<file path="src/hw/rtl/bsc_pkg.sv">
// Shared types, constants and helpers for the barometric sensor compensation block.
`default_nettype none
package bsc_pkg;

  // Register indexes of the configuration port
  localparam logic [1:0] RegTemp   = 2'd0;
  localparam logic [1:0] RegPressA = 2'd1;
  localparam logic [1:0] RegPressB = 2'd2;
  localparam logic [1:0] RegPressC = 2'd3;

  localparam int unsigned CfgW = 48;
  localparam int unsigned RawW = 20;

  // Compensation constants
  localparam logic [63:0] TfOffset  = 64'd128000;
  localparam logic [63:0] PBase     = 64'd1048576;
  localparam logic [63:0] PScale    = 64'd3125;
  localparam logic [63:0] TRound    = 64'd128;
  localparam logic [63:0] Var1Bias  = 64'h0000_8000_0000_0000;

  // Division by 25600 = 1024 * 25: drop 10 bits, then multiply by
  // ceil(2^27 / 25) and keep bits from 27 up; exact for any 32-bit numerator
  localparam logic [22:0] HpaRecip  = 23'd5368710;

  typedef struct packed {
    logic [RawW-1:0] raw_t;
    logic [RawW-1:0] raw_p;
  } item_t;

  // Calibration words, widened to 64 bits (T1 and P1 zero-extended)
  typedef struct packed {
    logic [63:0] t1, t2, t3;
    logic [63:0] p1, p2, p3, p4, p5, p6, p7, p8, p9;
  } coef_t;

  // Control and status between the queue and the front and back
  typedef struct packed {
    logic push;
    logic pop;
    logic full;
    logic empty;
  } q_ctl_t;

  function automatic logic [63:0] sx16(input logic [15:0] w);
    return {{48{w[15]}}, w};
  endfunction

  function automatic logic [63:0] zx16(input logic [15:0] w);
    return {48'd0, w};
  endfunction

endpackage
`default_nettype wire

</file>
<file path="src/hw/rtl/bsc_queue.sv">
// Two-entry queue between the front and the back.
`default_nettype none
module bsc_queue (
  input  wire logic            clk_i,
  input  wire logic            rst_ni,
  input  wire logic            push_i,
  input  wire bsc_pkg::item_t  item_i,
  input  wire logic            pop_i,
  output bsc_pkg::item_t       item_o,
  output logic                 full_o,
  output logic                 empty_o
);

  bsc_pkg::item_t mem_q [2];
  logic       wr_q, wr_d, rd_q, rd_d;
  logic [1:0] cnt_q, cnt_d;

  assign full_o  = cnt_q[1];
  assign empty_o = (cnt_q == 2'd0);
  assign item_o  = mem_q[rd_q];

  // pointer and count update
  always_comb begin
    wr_d  = wr_q ^ push_i;
    rd_d  = rd_q ^ pop_i;
    cnt_d = cnt_q + {1'b0, push_i} - {1'b0, pop_i};
  end

  always_ff @(posedge clk_i or negedge rst_ni) begin
    if (!rst_ni) begin
      wr_q  <= 1'b0;
      rd_q  <= 1'b0;
      cnt_q <= 2'd0;
    end else begin
      wr_q  <= wr_d;
      rd_q  <= rd_d;
      cnt_q <= cnt_d;
    end
  end

  // storage
  always_ff @(posedge clk_i) begin
    if (push_i) begin
      mem_q[wr_q] <= item_i;
    end
  end

endmodule
`default_nettype wire

</file>
<file path="config.mk">
export PLATFORM = sky130hd
export DESIGN_NAME = bsc_queue
export DESIGN_NICKNAME = d
export VERILOG_FILES = /design/src/hw/rtl/bsc_pkg.sv /design/src/hw/rtl/bsc_queue.sv
export SDC_FILE = /design/constraint.sdc
export NUM_CORES = 1
export LEC_CHECK = 0
export BUFFER_PORTS_ARGS = -buffer_cell sky130_fd_sc_hd__buf_2
export CAP_MARGIN = 20
export CORE_UTILIZATION = 50
export CTS_BUF_LIST = sky130_fd_sc_hd__clkbuf_4 sky130_fd_sc_hd__clkbuf_8
export DETAILED_ROUTE_END_ITERATION = 12
export PLACE_DENSITY = 0.72
export SYNTH_ARGS = -nofsm -noshare
export SYNTH_HDL_FRONTEND = slang
export SYNTH_SLANG_ARGS = --single-unit
</file>
<file path="constraint.sdc">
create_clock -name clk_i -period 2.12 [get_ports clk_i]
set_input_delay 0.318 -clock clk_i [delete_from_list [all_inputs] [get_ports clk_i]]
set_output_delay 0.318 -clock clk_i [all_outputs]
set_load 0.1 [all_outputs]
</file>
==> impl_results.md, run 1 <==
* Mux share of post-synthesis cell area at 18.1%
* Die width at 83.1 um
* Worst path arrival time at 1.61 ns
* Fillers at 451
* Slew HR at 66.6%
* Global route total overflow at 0
* Reg area at 2500 um2
* Reg2Reg Setup Slack at 0.87 ns
* Hold path depth at 1
* Vias per cell at 4.86
* CP required at 1.80 ns
* First-pass GRT wire length at 7860 um
* Post-Syn Nets at 188
* Hold Crit Start: item_i[27]
* Yosys reg bits at 84
* CTS root buf: clkbuf_8
* Routed Antenna Nets at 0
* TritonCTS Sinks at 84
* Fraction of layout cells with a size suffix above 1 at 61.8%
* Worst-Margin Slew at 0.505 ns
* Largest family of logic cells by synthesized area: multiplexers
* Synth Instances at 140
* Multi-input gate area at 691 um2
* Ant. Diodes at 0
* Post-Syn Area at 3290 um2
* Sequential area share after synthesis at 76.0%
* Gr usage total at 15.4%
* I/O pins at 86
* H-tree lvl count at 3
* CTS tree: yes
* Skew-Pair Late Insertion Delay at 0.33 ns
* Pin count of the biggest net entering global routing at 25
* Row cnt at 29
* Routability cong. at 0.653
* Vias in the first global route at 1,573
* Hold Path Sink: mem_q[0][27]
* Fin crit period at 1.93 ns
* Crit. End Element: output port
* Ratio of final minimum period to clock period at 90.9%
* Crit Path Category: register to output port
* Element type at the critical path start: register
* Critical path peak fanout at 18
* Drt drc at 0
* Synthesis Warnings at 0
* Outcome: finished clean
* IO Port Bufs at 85
* Hold slack at 0.170 ns
* Post-Synth Simple-Gate Area at 0.114%
* Worst Reg-to-Reg Cells at 3
* Initial antenna violation count at 0
* Setup TNS Final at 0 ns
* Clk slew on worst S/H paths at 0.08 ns
* Reg-to-reg startpoint: wr_q
* Clock skew at 0.00825 ns
* Min-Delay Path Class: input port to register
* Syn avg cell area at 23.5 um2
* Area Overhead vs Synth at 22.1%
* Final Hold Viols at 0
* RSZ-0062 raised after global routing: no
* Number of buffers created by CTS at 9
* Netlist cell types at 11
* Die Footprint at 6910 um2
* Compound-gate portion of the synthesized area at 0%
* Max-cap viol count at 0
* Via count at 1,569
* First-pass iteration count of the detailed router at 4
* Final setup vio count at 0
* Starting Density at 51.8%
* CTS Buffer Depth at 2
* Capture point of the worst reg-to-reg path: mem_q[0][9]
* HPWL after DPL at 3410 um
* Post-Synth Adder-Cell Area at 1.52%
* Post-CTS Resized at 0
* Core Box Area at 6350 um2
* Final nets at 289
* Pins over their slew limit at 0
* Max Fclk at 0.519 GHz
* Total Wirelength at 4900 um
* Routed len/inst at 15.2 um
* Die Ht at 83.1 um
* Initial drt markers at 73
* Post-Synth XOR/XNOR Area at 0.988%
## worst max path at each step
stage                         from         to  slack [ns]  cells after the start
after global routing          rd_q  item_o[5]        0.13                      3
after global placement        rd_q  item_o[5]        0.40                      3
after CTS                     rd_q  item_o[5]        0.16                      3
after floorplan           cnt_q[1]    empty_o        0.08                      1
after detailed placement      rd_q  item_o[5]        0.38                      3
final                         rd_q  item_o[5]        0.19                      3
## critical path: stages (launching register included)
cell and delay [ns]:
dfrtp_2 0.47, buf_12 0.19, mux2_4 0.21, buf_2 0.41
## layer usage
layer  part of all wire (%)  wire length (um)  track usage, %  vias to the layer above
li1                       -                 -               -                      742
met1                     42              2070            19.5                      763
met2                     50              2460            24.0                       55
met3                    5.7               279            4.57                        9
met4                    1.8                89            8.78                        0
met5                      0                 0               0                        -
## cells in the final DEF (no fill, tap or decap)
cell type      count
clkinv_1           2
buf_2             85
nor2_2             1
inv_1              4
bufinv_16          1
edfxtp_1          80
xor3_1             1
buf_4              7
dfrtp_1            3
ha_1               2
clkbuf_8           9
dlygate4sd3_1      1
dfrtp_2            1
mux2_4            39
clkinv_2           2
buf_12             2
xor2_1             1
mux2_2             1
clkbuf_4           1
ha_2               2
clkinvlp_4         1
## cells in the mapped netlist
master / instances / area (um2)
xor3_1: 1 / 23.8
xor2_1: 1 / 8.76
nor2_1: 1 / 3.75
mux2_2: 1 / 11.3
ha_1: 4 / 50.1
mux2_4: 39 / 586
edfxtp_1: 80 / 2400
buf_12: 4 / 80.1
dfrtp_1: 4 / 100
buf_6: 1 / 11.3
inv_1: 4 / 15.0
## kinds of logic after synthesis
group | after synthesis
buf+inv | 9
xor+xnor | 2
flops | 84
mux | 40
fa+ha+maj | 4
simple gates | 1
## sequential cells by signal, summed over array words and instances (netlist names)
signal,flops
mem_q,80
rd_q,1
wr_q,1
cnt_q,2
## timing repair
action	in CTS	in global routing
setup endpoints to repair	1	0
buffers inserted	3	0
endpoints found under the hold margin	4	0
hold buffers	1	0
## stage by stage
stage                     cells  utilization, %  area (um2)  setup WS [ns]
after floorplan             140               -        3290         0.0848
after global placement      303            59.9        3800          0.397
after detailed placement    303            59.9        3800          0.377
after CTS                   323            63.3        4020          0.157
after global routing        323            63.3        4020          0.131
final                       323            63.3        4020          0.193
## final cells by class
type | instances | share of cell area (%)
clock inverter | 6 | 1.37
sequential | 84 | 62.3
tap | 77 | 2.40
clock buffer | 10 | 3.27
inverter | 4 | 0.373
multi-input combinational | 47 | 17.2
timing repair buffer | 95 | 13.1
Power of run 1 is not shown: default switching activity piles up to over one toggle a cycle in this logic, so the estimate is an artifact.
==> run 2: changes to the inputs <==
==> constraint.sdc (replaced) <==
create_clock -name clk_i -period 2.12 [get_ports clk_i]
set_input_delay 0 -clock clk_i [delete_from_list [all_inputs] [get_ports clk_i]]
set_output_delay 0 -clock clk_i [all_outputs]
set_load 0.1 [all_outputs]
==> impl_results.md, run 2 (synthesis results as in run 1) <==
* H-tree lvl count at 3
* Routed Antenna Nets at 0
* Die Ht at 83.1 um
* Worst-Margin Slew at 0.497 ns
* Cell count after placement at 302
* Core Box Area at 6350 um2
* Vias in the first global route at 1,784
* Clock skew at 0.00466 ns
* Routed len/inst at 15.2 um
* Die width at 83.1 um
* HPWL after DPL at 3480 um
* Worst path arrival time at 1.78 ns
* Setup Fix Bufs, Post-CTS at 0
* CTS root buf: clkbuf_8
* Total Wirelength at 5480 um
* Skew-Pair Late Insertion Delay at 0.34 ns
* CTS tree: yes
* Via count at 1,714
* Number of buffers created by CTS at 9
* Fin cells at 361
* Outcome: finished clean
* First-pass iteration count of the detailed router at 4
* Setup TNS Final at 0 ns
* I/O pins at 86
* Ratio of final minimum period to clock period at 83.8%
* Pins over their slew limit at 0
* Routability cong. at 0.685
* Biggest regs: mem_q (80), cnt_q (2)
* IO Port Bufs at 85
* TritonCTS Sinks at 84
* Biggest register: mem_q
* Pin count of the biggest net entering global routing at 26
* Final nets at 328
* First-pass GRT wire length at 8620 um
* Fillers at 409
* Crit. End Element: output port
* Area Overhead vs Synth at 33.0%
* Min-Delay Path Class: input port to register
* Ant. Diodes at 0
* Worst Reg-to-Reg Cells at 2
* Slew HR at 67.1%
* Element type at the critical path start: register
* Initial drt markers at 84
* RSZ-0062 raised after global routing: no
* Multi-input gate area at 691 um2
* Commonest cells after routing, fill and taps aside: 85 x buf_2, 80 x edfxtp_1, 44 x dlygate4sd3_1
* Fin crit period at 1.78 ns
* Global route total overflow at 0
* Die Footprint at 6910 um2
* Max-cap viol count at 0
* Starting Density at 51.8%
* Final setup vio count at 0
* Post-CTS Resized at 0
* CP required at 2.12 ns
* CTS Buffer Depth at 2
* Crit Path Category: register to output port
* Initial antenna violation count at 0
* Hold path depth at 2
* Clk slew on worst S/H paths at 0.08 ns
* Hold-fix buffers, CTS at 44
* Max Fclk at 0.563 GHz
* Most common cell after layout, fill and taps aside: buf_2
* Largest register FFs at 80
* Drt drc at 0
* Vias per cell at 4.75
* Row cnt at 29
* Gr usage total at 16.8%
* Critical path peak fanout at 24
* Fraction of layout cells with a size suffix above 1 at 51.8%
* Reg area at 2500 um2
* Final Hold Viols at 0
==> run 2: cell count changes in the layout (fill, tap and decap cells not counted) <==
cell | before | now
clkbuf_4 | 1 | 0
bufinv_16 | 1 | 0
dlygate4sd3_1 | 1 | 44
clkinvlp_4 | 1 | 2
buf_12 | 2 | 1
buf_4 | 7 | 4
==> run 2: layer usage <==
metal  share of wire, %  track usage (%)  wire, um
met3                4.8             4.27       263
met4                2.0             8.46       111
met5                  0                0         0
met1                 42             19.8      2280
met2                 51             28.6      2820
==> run 2: worst paths after layout <==
kind,start,endpoint,slack [ns]
hold / removal,item_i[29],mem_q[1][29],0.37
setup / recovery,rd_q,item_o[39],0.34
hold reg to reg,wr_q,wr_q,0.66
setup reg to reg,wr_q,mem_q[1][33],0.72
min in group asynchronous,rst_ni,cnt_q[0],0.56
max in group asynchronous,rst_ni,rd_q,1.37
==> run 2: critical path: stages, from the launching register on <==
cell and delay [ns]:
dfrtp_2 0.36, buf_4 0.39, mux2_2 0.39, buf_2 0.29
==> run 2: through the flow <==
stage               hold WS (ns)  cell area [um2]  utilization, %  setup slack, ns
CTS                        0.360             4380            68.9            0.315
global route               0.357             4380            68.9            0.277
detailed placement        -0.188             3780            59.5            0.693
finish                     0.375             4380            68.9            0.343
global placement          -0.189             3780            59.5            0.714
floorplan                 -0.296             3290               -            0.300
==> run 2: cell type report <==
class / count / share of cell area [%]
inverter: 4 / 0.343
timing repair buffer: 134 / 20.9
tap: 77 / 2.20
clock buffer: 9 / 2.83
multi-input combinational: 47 / 15.8
sequential: 84 / 57.2
clock inverter: 6 / 0.743
Power of run 2 is left out for the same reason.
