--- src/hw/rtl/bsc_pkg.sv ---
// Shared types, constants and helpers for the barometric sensor compensation block.
`default_nettype none
package bsc_pkg;

  // Register indexes of the configuration port
  localparam logic [1:0] RegTemp   = 2'd0;
  localparam logic [1:0] RegPressA = 2'd1;
  localparam logic [1:0] RegPressB = 2'd2;
  localparam logic [1:0] RegPressC = 2'd3;

  localparam int unsigned CfgW = 48;
  localparam int unsigned RawW = 20;

  // Compensation constants
  localparam logic [63:0] TfOffset  = 64'd128000;
  localparam logic [63:0] PBase     = 64'd1048576;
  localparam logic [63:0] PScale    = 64'd3125;
  localparam logic [63:0] TRound    = 64'd128;
  localparam logic [63:0] Var1Bias  = 64'h0000_8000_0000_0000;

  // Division by 25600 = 1024 * 25: drop 10 bits, then multiply by
  // ceil(2^27 / 25) and keep bits from 27 up; exact for any 32-bit numerator
  localparam logic [22:0] HpaRecip  = 23'd5368710;

  typedef struct packed {
    logic [RawW-1:0] raw_t;
    logic [RawW-1:0] raw_p;
  } item_t;

  // Calibration words, widened to 64 bits (T1 and P1 zero-extended)
  typedef struct packed {
    logic [63:0] t1, t2, t3;
    logic [63:0] p1, p2, p3, p4, p5, p6, p7, p8, p9;
  } coef_t;

  // Control and status between the queue and the front and back
  typedef struct packed {
    logic push;
    logic pop;
    logic full;
    logic empty;
  } q_ctl_t;

  function automatic logic [63:0] sx16(input logic [15:0] w);
    return {{48{w[15]}}, w};
  endfunction

  function automatic logic [63:0] zx16(input logic [15:0] w);
    return {48'd0, w};
  endfunction

endpackage
`default_nettype wire

--- src/hw/rtl/bsc_front.sv ---
// Front: configuration registers, coefficient unpacking and input acceptance.
`default_nettype none
module bsc_front (
  input  wire logic                        clk_i,
  input  wire logic                        rst_ni,
  input  wire logic                        cfg_we_i,
  input  wire logic [1:0]                  cfg_idx_i,
  input  wire logic [bsc_pkg::CfgW-1:0]    cfg_data_i,
  input  wire logic                        in_valid_i,
  output logic                             in_ready_o,
  input  wire logic [bsc_pkg::RawW-1:0]    raw_temperature_i,
  input  wire logic [bsc_pkg::RawW-1:0]    raw_pressure_i,
  input  wire logic                        q_full_i,
  output logic                             q_push_o,
  output bsc_pkg::item_t                   q_item_o,
  output bsc_pkg::coef_t                   coef_o
);

  logic [bsc_pkg::CfgW-1:0] tc_q, pa_q, pb_q, pc_q;

  // configuration writes
  always_ff @(posedge clk_i or negedge rst_ni) begin
    if (!rst_ni) begin
      tc_q <= '0;
      pa_q <= '0;
      pb_q <= '0;
      pc_q <= '0;
    end else if (cfg_we_i) begin
      case (cfg_idx_i)
        bsc_pkg::RegTemp:   tc_q <= cfg_data_i;
        bsc_pkg::RegPressA: pa_q <= cfg_data_i;
        bsc_pkg::RegPressB: pb_q <= cfg_data_i;
        bsc_pkg::RegPressC: pc_q <= cfg_data_i;
        default: ;
      endcase
    end
  end

  // unpack calibration words
  always_comb begin
    coef_o.t1 = bsc_pkg::zx16(tc_q[15:0]);
    coef_o.t2 = bsc_pkg::sx16(tc_q[31:16]);
    coef_o.t3 = bsc_pkg::sx16(tc_q[47:32]);
    coef_o.p1 = bsc_pkg::zx16(pa_q[15:0]);
    coef_o.p2 = bsc_pkg::sx16(pa_q[31:16]);
    coef_o.p3 = bsc_pkg::sx16(pa_q[47:32]);
    coef_o.p4 = bsc_pkg::sx16(pb_q[15:0]);
    coef_o.p5 = bsc_pkg::sx16(pb_q[31:16]);
    coef_o.p6 = bsc_pkg::sx16(pb_q[47:32]);
    coef_o.p7 = bsc_pkg::sx16(pc_q[15:0]);
    coef_o.p8 = bsc_pkg::sx16(pc_q[31:16]);
    coef_o.p9 = bsc_pkg::sx16(pc_q[47:32]);
  end

  // accept into the queue
  assign in_ready_o     = !q_full_i;
  assign q_push_o       = in_valid_i && !q_full_i;
  assign q_item_o.raw_t = raw_temperature_i;
  assign q_item_o.raw_p = raw_pressure_i;

endmodule
`default_nettype wire

--- config.mk ---
export PLATFORM = sky130hd
export DESIGN_NAME = bsc_front
export DESIGN_NICKNAME = d
export VERILOG_FILES = /design/src/hw/rtl/bsc_pkg.sv /design/src/hw/rtl/bsc_front.sv
export SDC_FILE = /design/constraint.sdc
export NUM_CORES = 1
export LEC_CHECK = 0
export BUFFER_PORTS_ARGS = -buffer_cell sky130_fd_sc_hd__buf_4
export CORE_AREA = 2 2 349 351
export CTS_CLUSTER_SIZE = 40
export DETAILED_ROUTE_END_ITERATION = 10
export DIE_AREA = 0 0 351 353
export PLACE_DENSITY_LB_ADDON = 0.25
export SETUP_SLACK_MARGIN = 0.4
export SYNTH_ARGS = -nofsm -noshare
export SYNTH_HDL_FRONTEND = slang
export SYNTH_SLANG_ARGS = --single-unit
--- constraint.sdc ---
create_clock -name clk_i -period 2.6 [get_ports clk_i]
set_clock_uncertainty 0.2 [all_clocks]
set_input_delay 0.26 -clock clk_i [delete_from_list [all_inputs] [get_ports clk_i]]
set_output_delay 0.26 -clock clk_i [all_outputs]
set_load 0.01 [all_outputs]
==> results of run 1 <==
## per-layer routing
layer | GRT usage [%] | up-vias | wire length (µm)
li1 | - | 3158 | -
met1 | 6.442 | 3332 | 14970
met2 | 8.821 | 420 | 17140
met3 | 5.999 | 23 | 8362
met4 | 2.060 | 0 | 514
met5 | 0 | - | 0
## synthesized netlist by cell type
master	n	area [µm²]
buf_2	13	65.06
buf_4	619	4647
buf_6	4	45.04
conb_1	1	3.750
dfrtp_1	192	4805
inv_1	1	3.750
mux2_1	80	900.9
mux2_2	112	1261
nand3_1	1	5.000
nand3b_1	2	15.01
nor2b_1	1	6.260
nor3b_2	1	12.51
## layout make-up
class / count / area [µm²] / share of cell area [%]
clock inverters: 15 / 193.9 / 1.194
well taps: 1625 / 2033 / 12.52
inverters: 1 / 3.754 / 0.02311
repair buffers: 799 / 6195 / 38.14
clock buffers: 17 / 425.4 / 2.619
flip-flops and latches: 192 / 4806 / 29.59
multi-input cells: 293 / 2580 / 15.88
diodes: 2 / 5.005 / 0.03081
## flip-flops by register name, indices dropped and copies added (netlist names)
register and flops:
pc_q 48, pb_q 48, tc_q 48, pa_q 48
## repair_timing
item / CTS / global route
endpoints found under the hold margin: 341 / 0
gates resized for setup: 2 / 0
hold buffers: 49 / 0
setup endpoints to repair: 46 / 0
## through the flow
step | utilization, % | setup slack [ns] | hold slack [ns]
floorplan | - | 0.7963 | -0.2356
global placement | 12.54 | 0.7742 | 0.07914
detailed placement | 12.54 | 0.7685 | 0.08241
CTS | 13.46 | 0.4360 | 0.07087
global route | 13.46 | 0.4013 | 0.1076
finish | 13.47 | 0.5213 | 0.1155
## worst max-delay path, cell delays in order, from the launching register on
cell and delay [ns]:
dfrtp_2 0.56, buf_6 0.34, buf_4 0.19
## final timing paths
path	to	slack, ns	depth (start not counted)
min in group clk_i	pc_q[40]	0.12	3
setup reg to reg	tc_q[47]	1.22	2
hold reg to reg	tc_q[28]	0.29	1
max in group asynchronous	pa_q[35]	1.34	3
setup / recovery	coef_o[596]	0.52	2
hold / removal	pa_q[26]	0.12	2
## kinds of logic (layout without fill, tap and decap cells)
family | count (synthesis) | in the layout | share of synthesized area, %
buffers and inverters | 637 | 832 | 40.45
and+or+nand+nor | 5 | 5 | 0.3295
muxes | 192 | 192 | 18.37
other | 1 | 98 | 0.03186
DFF | 192 | 192 | 40.82
## power groups by stage
stage          Combinational [mW]  Clock (mW)  Sequential, mW
6_report                     5.57        2.89            3.90
5_1_grt                      5.99        3.26            3.98
4_1_cts                      5.69        3.16            3.91
3_5_place_dp                 5.62           0            3.96
3_3_place_gp                 5.64           0            3.95
2_1_floorplan                3.60           0            4.42
==> key figures, run 1 <==
STA
  – Worst Tran Pin Value: 0.5916 ns
  – Max-slew headroom: 60.56%
  – Pins Over Slew Limit: 0
  – RSZ-0062 raised after global routing: no
  – Fin Setup TNS: 0 ns
  – Final setup fails: 0
  – Fin crit period: 2.079 ns
  – Fmax: 0.4811 GHz
  – Hold Violations, Final: 0
  – Final period util: 79.95%

Synthesis
  – Synthesized flop and latch total: 192
  – Synth cell types: 12
  – Synthesized area per cell: 11.46 µm²
  – Mapped Cells: 1027
  – Synth Cell Area: 0.01177 mm²
  – Sequential area share after synthesis: 40.82%
  – Synth warnings: 0

GRT
  – Largest net degree at the start of global routing: 63
  – Vias in the first global route: 6369
  – Total track usage: 6.264%
  – Initial antenna violation count: 2
  – Gr ovfl total: 0
  – First-pass GRT wire length: 53290 µm

Worst setup path
  – Crit path from: tc_q[47]
  – Peak fanout along the critical path: 47
  – WP data required: 2.14 ns
  – Critical R2R Launch: tc_q[47]
  – Worst endpoint data arrival time: 1.62 ns
  – CP startpoint kind: flip-flop
  – CP endpoint kind: primary output
  – Worst setup path category: flip-flop to primary output

Finish
  – Area grow syn2layout: 37.99%
  – Finished Layout Cells: 2944
  – Share of cells above drive strength 1: 68.11%
  – Fillers: 13610
  – Nets: 1399
  – Most frequent cells in the layout: 743 x buf_4, 191 x dfrtp_1, 112 x mux2_2
  – Final instance area: 0.01624 mm²
  – Commonest non-fill, non-tap cell in the layout: buf_4

Pwr
  – Internal Power: 7.774 mW
  – Clock share of power: 23.4%
  – Worst vdd ir: 0.0004774 V
  – P_leak: 7.577 nW
  – Pwr Total: 12.36 mW
  – Sw frac: 37.11%
  – Sequential share of power: 31.5%
  – P_sw: 4.588 mW
  – Comb power frac: 45.1%
  – PD cells: 761.1 mW/mm²

Clocking
  – CTS tree: yes
  – Clock insertion delay at the later pin of the skew report: 0.51 ns
  – CTS max path bufs: 2
  – H-tree levels: 4
  – CTS Root Cell: clkbuf_16
  – Post-CTS setup buffer count: 0
  – Sink Count: 192
  – Worst-path clk slew: 0.08 ns
  – CTS Buf Count: 17

Routing
  – Pre-Repair DR Iteration Count: 4
  – First DRT Iteration DRCs: 138
  – WL final: 40990 µm
  – Final ANT Viol Nets: 0
  – DRC Markers: 0
  – Routed WL per cell: 13.92 µm
  – Vias per cell: 2.355
  – Routed vias: 6933

Place
  – Placed insts: 2861
  – Placer Congestion: 0.6930
  – Detailed Place HPWL: 32290 µm
  – DP Area: 0.01512 mm²
  – Port Buf Inserts: 728

Floorplan
  – Initial Util: 9.760%
  – Std-Cell Rows: 128
  – Die area: 0.1239 mm²
  – Die Y: 353 µm
  – Chip Width: 351 µm
  – Core area: 0.1206 mm²
  – Io pins: 905

Flow run
  – Max_cap viols: 0

Worst hold path
  – HP Class: input port to async pin

Run status
  – Status: complete, no violations
(Power assumes the default switching activity.)
==> inputs of run 2 (changes only) <==
- clock period: 2.6 -> 1.7 ns (I/O delays scaled with it)
==> key figures, run 2 (synthesis results as in run 1) <==
GRT
  – Initial antenna violation count: 4
  – Total track usage: 6.111%
  – First-pass GRT wire length: 53280 µm
  – Largest net degree at the start of global routing: 37
  – Vias in the first global route: 6764
  – Gr ovfl total: 0

Routing
  – Pre-Repair DR Iteration Count: 4
  – Final ANT Viol Nets: 0
  – Routed WL per cell: 13.68 µm
  – Routed vias: 7282
  – WL final: 40840 µm
  – Vias per cell: 2.440
  – First DRT Iteration DRCs: 113
  – DRC Markers: 0

Floorplan
  – Initial Util: 9.760%
  – Core area: 0.1206 mm²
  – Io pins: 905
  – Die area: 0.1239 mm²
  – Die Y: 353 µm
  – Chip Width: 351 µm
  – Std-Cell Rows: 128

Worst setup path
  – Crit-path cells: buf_6 -> buf_4
  – CP max stage cell: dfrtp_4
  – Worst setup path category: flip-flop to primary output
  – Buf+Inv Stages, Crit Path: 2
  – R2r setup slk: 0.31 ns
  – CP startpoint kind: flip-flop
  – Worst endpoint data arrival time: 1.37 ns
  – Peak fanout along the critical path: 12
  – CP endpoint kind: primary output
  – Crit-path max cell delay: 0.56 ns
  – WP data required: 1.33 ns
  – Largest delay share family, worst path: flip-flops

Run status
  – Status: finished with violations
  – Failing checks: hold timing, setup timing

Place
  – Detailed Place HPWL: 28580 µm
  – Placed insts: 2864
  – DP Area: 0.01529 mm²
  – Port Buf Inserts: 728
  – Placer Congestion: 0.6614
  – Post-Place Worst Slack: 0.05060 ns

Clocking
  – Worst-path clk slew: 0.10 ns
  – Hold buffer count at CTS: 49
  – CTS Buf Count: 17
  – Sink Count: 192
  – Clock insertion delay at the later pin of the skew report: 0.50 ns
  – CTS max path bufs: 2
  – H-tree levels: 4
  – CTS tree: yes
  – CTS Root Cell: clkbuf_16

Pwr
  – PD cells: 1160 mW/mm²
  – Pwr Total: 20.38 mW
  – Worst vdd ir: 0.0007669 V
  – P_leak: 8.142 nW

STA
  – Fin Setup TNS: -9.457 ns
  – Fmax: 0.5731 GHz
  – Final WS setup: -0.04481 ns
  – Hold Violations, Final: 20
  – Worst hold slack: -0.05348 ns
  – Pins Over Slew Limit: 0
  – Fin crit period: 1.745 ns
  – Final period util: 102.6%
  – Final setup fails: 382
  – RSZ-0062 raised after global routing: yes

Worst hold path
  – HP Class: input port to async pin

Flow run
  – Max_cap viols: 0

Finish
  – Finished Layout Cells: 2985
  – Commonest non-fill, non-tap cell in the layout: buf_4
  – Nets: 1441
  – Area grow syn2layout: 49.24%
  – Fin util: 14.57%
  – Final instance area: 0.01757 mm²
  – Share of cells above drive strength 1: 71.23%
  – Most frequent cells in the layout: 635 x buf_4, 182 x dfrtp_1, 115 x buf_6
## run 2: per-layer routing
layer  track usage [%]  vias to the layer above  routed length (µm)
met2             9.811                      462               19450
met4             1.906                        0                 584
met1             6.493                     3557               14870
met3             3.966                       26                5933
li1                  -                     3237                   -
met5                 0                        -                   0
## run 2: where the power goes
part	leakage [nW]	internal, mW	total [mW]	switching, mW
logic	5.57	5.38	9.69	4.31
clock network	0.309	2.08	4.65	2.57
registers	2.26	5.46	6.05	0.589
total	8.14	12.9	20.4	7.47
## run 2: worst paths after layout
check	depth (start not counted)	to	startpoint
max	2	coef_o[360]	pb_q[15]
min	2	pa_q[20]	rst_ni
max reg2reg	3	pa_q[47]	pa_q[47]
min reg2reg	1	pb_q[41]	pb_q[41]
max in group asynchronous	3	pc_q[46]	rst_ni
min in group clk_i	4	pc_q[41]	cfg_idx_i[1]
## run 2: layout make-up
type | count | area [µm²]
fill | 13560 | 103000
timing repair buffer | 841 | 7388
sequential | 192 | 4842
multi-input combinational | 293 | 2655
tap | 1625 | 2033
clock buffer | 17 | 425.4
clock inverter | 15 | 215.2
inverter | 1 | 3.754
antenna | 1 | 2.502
## run 2: repair_timing
item,in CTS,in global routing
pin swaps,0,0
gates cloned,0,7
gates resized for setup,58,92
buffers inserted,31,1
setup endpoints to repair,682,676
endpoints found under the hold margin,384,20
==> inputs of run 3 (changes only) <==
- GPL_TIMING_DRIVEN: default -> 0
==> key figures, run 3 (synthesis results as in run 1) <==
Finish
  – Fillers: 13470
  – Commonest non-fill, non-tap cell in the layout: buf_4
  – Register area: 0.004842 mm²
  – Area grow syn2layout: 87.58%
  – Multi-input logic area: 0.002643 mm²
  – Nets: 2086
  – Most frequent cells in the layout: 1319 x buf_4, 182 x dfrtp_1, 112 x mux2_2
  – Share of cells above drive strength 1: 80.49%
  – Fin util: 18.31%
  – Finished Layout Cells: 3631

Routing
  – Final ANT Viol Nets: 0
  – DRC Markers: 0
  – Routed WL per cell: 13.81 µm
  – First DRT Iteration DRCs: 236
  – WL final: 50140 µm
  – Pre-Repair DR Iteration Count: 4
  – Routed vias: 9266
  – Vias per cell: 2.552

Pwr
  – Worst vdd ir: 0.0007128 V
  – P_leak: 11.20 nW
  – PD cells: 1072 mW/mm²

Floorplan
  – Die Y: 353 µm
  – Die area: 0.1239 mm²
  – Initial Util: 9.760%
  – Io pins: 905
  – Chip Width: 351 µm
  – Std-Cell Rows: 128
  – Core area: 0.1206 mm²

GRT
  – Largest net degree at the start of global routing: 99
  – Total track usage: 7.676%
  – Initial antenna violation count: 6
  – Vias in the first global route: 8446
  – Gr ovfl total: 0
  – First-pass GRT wire length: 67030 µm

Run status
  – Failing checks: hold timing, setup timing
  – Status: finished with violations

STA
  – Hold Violations, Final: 94
  – Final period util: 110.5%
  – Worst hold slack: -0.5427 ns
  – Final WS setup: -0.1790 ns
  – Fin crit period: 1.879 ns
  – Pins Over Slew Limit: 0
  – RSZ-0062 raised after global routing: yes
  – Worst Tran Pin Value: 0.8713 ns
  – Max-slew headroom: 41.91%
  – Fmax: 0.5322 GHz
  – Fin Setup TNS: -67.97 ns
  – Final setup fails: 498

Clocking
  – CTS max path bufs: 2
  – Hold buffer count at CTS: 48
  – CTS Buf Count: 17
  – CTS tree: yes
  – CTS Root Cell: clkbuf_16
  – Clock insertion delay at the later pin of the skew report: 0.50 ns
  – H-tree levels: 4
  – Worst-path clk slew: 0.09 ns
  – Sink Count: 192

Worst hold path
  – HP Class: input port to async pin

Worst setup path
  – Worst setup path category: flip-flop to primary output
  – Worst endpoint data arrival time: 1.51 ns
  – CP endpoint kind: primary output
  – Peak fanout along the critical path: 25
  – WP data required: 1.33 ns
  – CP startpoint kind: flip-flop

Place
  – Placer Congestion: 0.6935
  – Post-Place Worst Slack: -0.7585 ns
  – Port Buf Inserts: 768
  – Detailed Place HPWL: 37300 µm
  – Placed insts: 3516

Flow run
  – Max_cap viols: 0
==> run 3: power breakdown <==
part / leakage (nW) / switching [mW] / internal, mW
logic: 8.64 / 5.13 / 7.94
clock network: 0.300 / 2.55 / 2.04
registers: 2.26 / 0.553 / 5.46
==> run 3: final cells by class <==
cell class,count,share of cell area (%)
diodes,2,0.02267
plain buffers,636,22.00
clock buffers,17,1.927
clock inverters,15,0.8784
inverters,1,0.01700
multi-input cells,293,11.97
flip-flops and latches,192,21.93
well taps,1625,9.209
repair buffers,850,32.04
==> run 3: critical path, stage by stage, from the launching register on <==
cell	delay [ns]
dfrtp_4	0.55
buf_16	0.19
buf_4	0.14
buf_4	0.13
==> run 3: path summary, 6_finish.rpt <==
| path | from | to | slack [ns] | cells after the start |
|---|---|---|---|---|
| setup / recovery | pa_q[31] | coef_o[465] | -0.18 | 3 |
| hold / removal | rst_ni | pa_q[0] | -0.54 | 1 |
| setup reg to reg | pa_q[31] | pa_q[31] | 0.37 | 2 |
| hold reg to reg | pc_q[37] | pc_q[37] | 0.30 | 1 |
| max in group asynchronous | rst_ni | pc_q[47] | 0.70 | 2 |
| min in group clk_i | cfg_idx_i[0] | tc_q[40] | 0.05 | 4 |
==> run 3: routing by layer <==
metal / global-route usage, % / up-vias / routed length (µm)
li1: - / 4527 / -
met1: 8.870 / 4291 / 19980
met5: 0 / - / 0
met4: 1.880 / 0 / 470
met2: 13.22 / 430 / 24860
met3: 2.929 / 18 / 4825
==> run 3: per-stage QoR <==
stage / total power [mW] / instance area (µm²)
CTS: 24.01 / 21750
floorplan: 12.26 / 12260
finish: 23.67 / 22080
detailed placement: 18.37 / 20100
global route: 25.14 / 22070
global placement: 18.42 / 20060
==> run 3: timing repair <==
action	CTS	global route
resized for setup	27	71
setup buffers	31	0
endpoints found under the hold margin	286	94
gates cloned	0	2
setup endpoints to repair	739	737
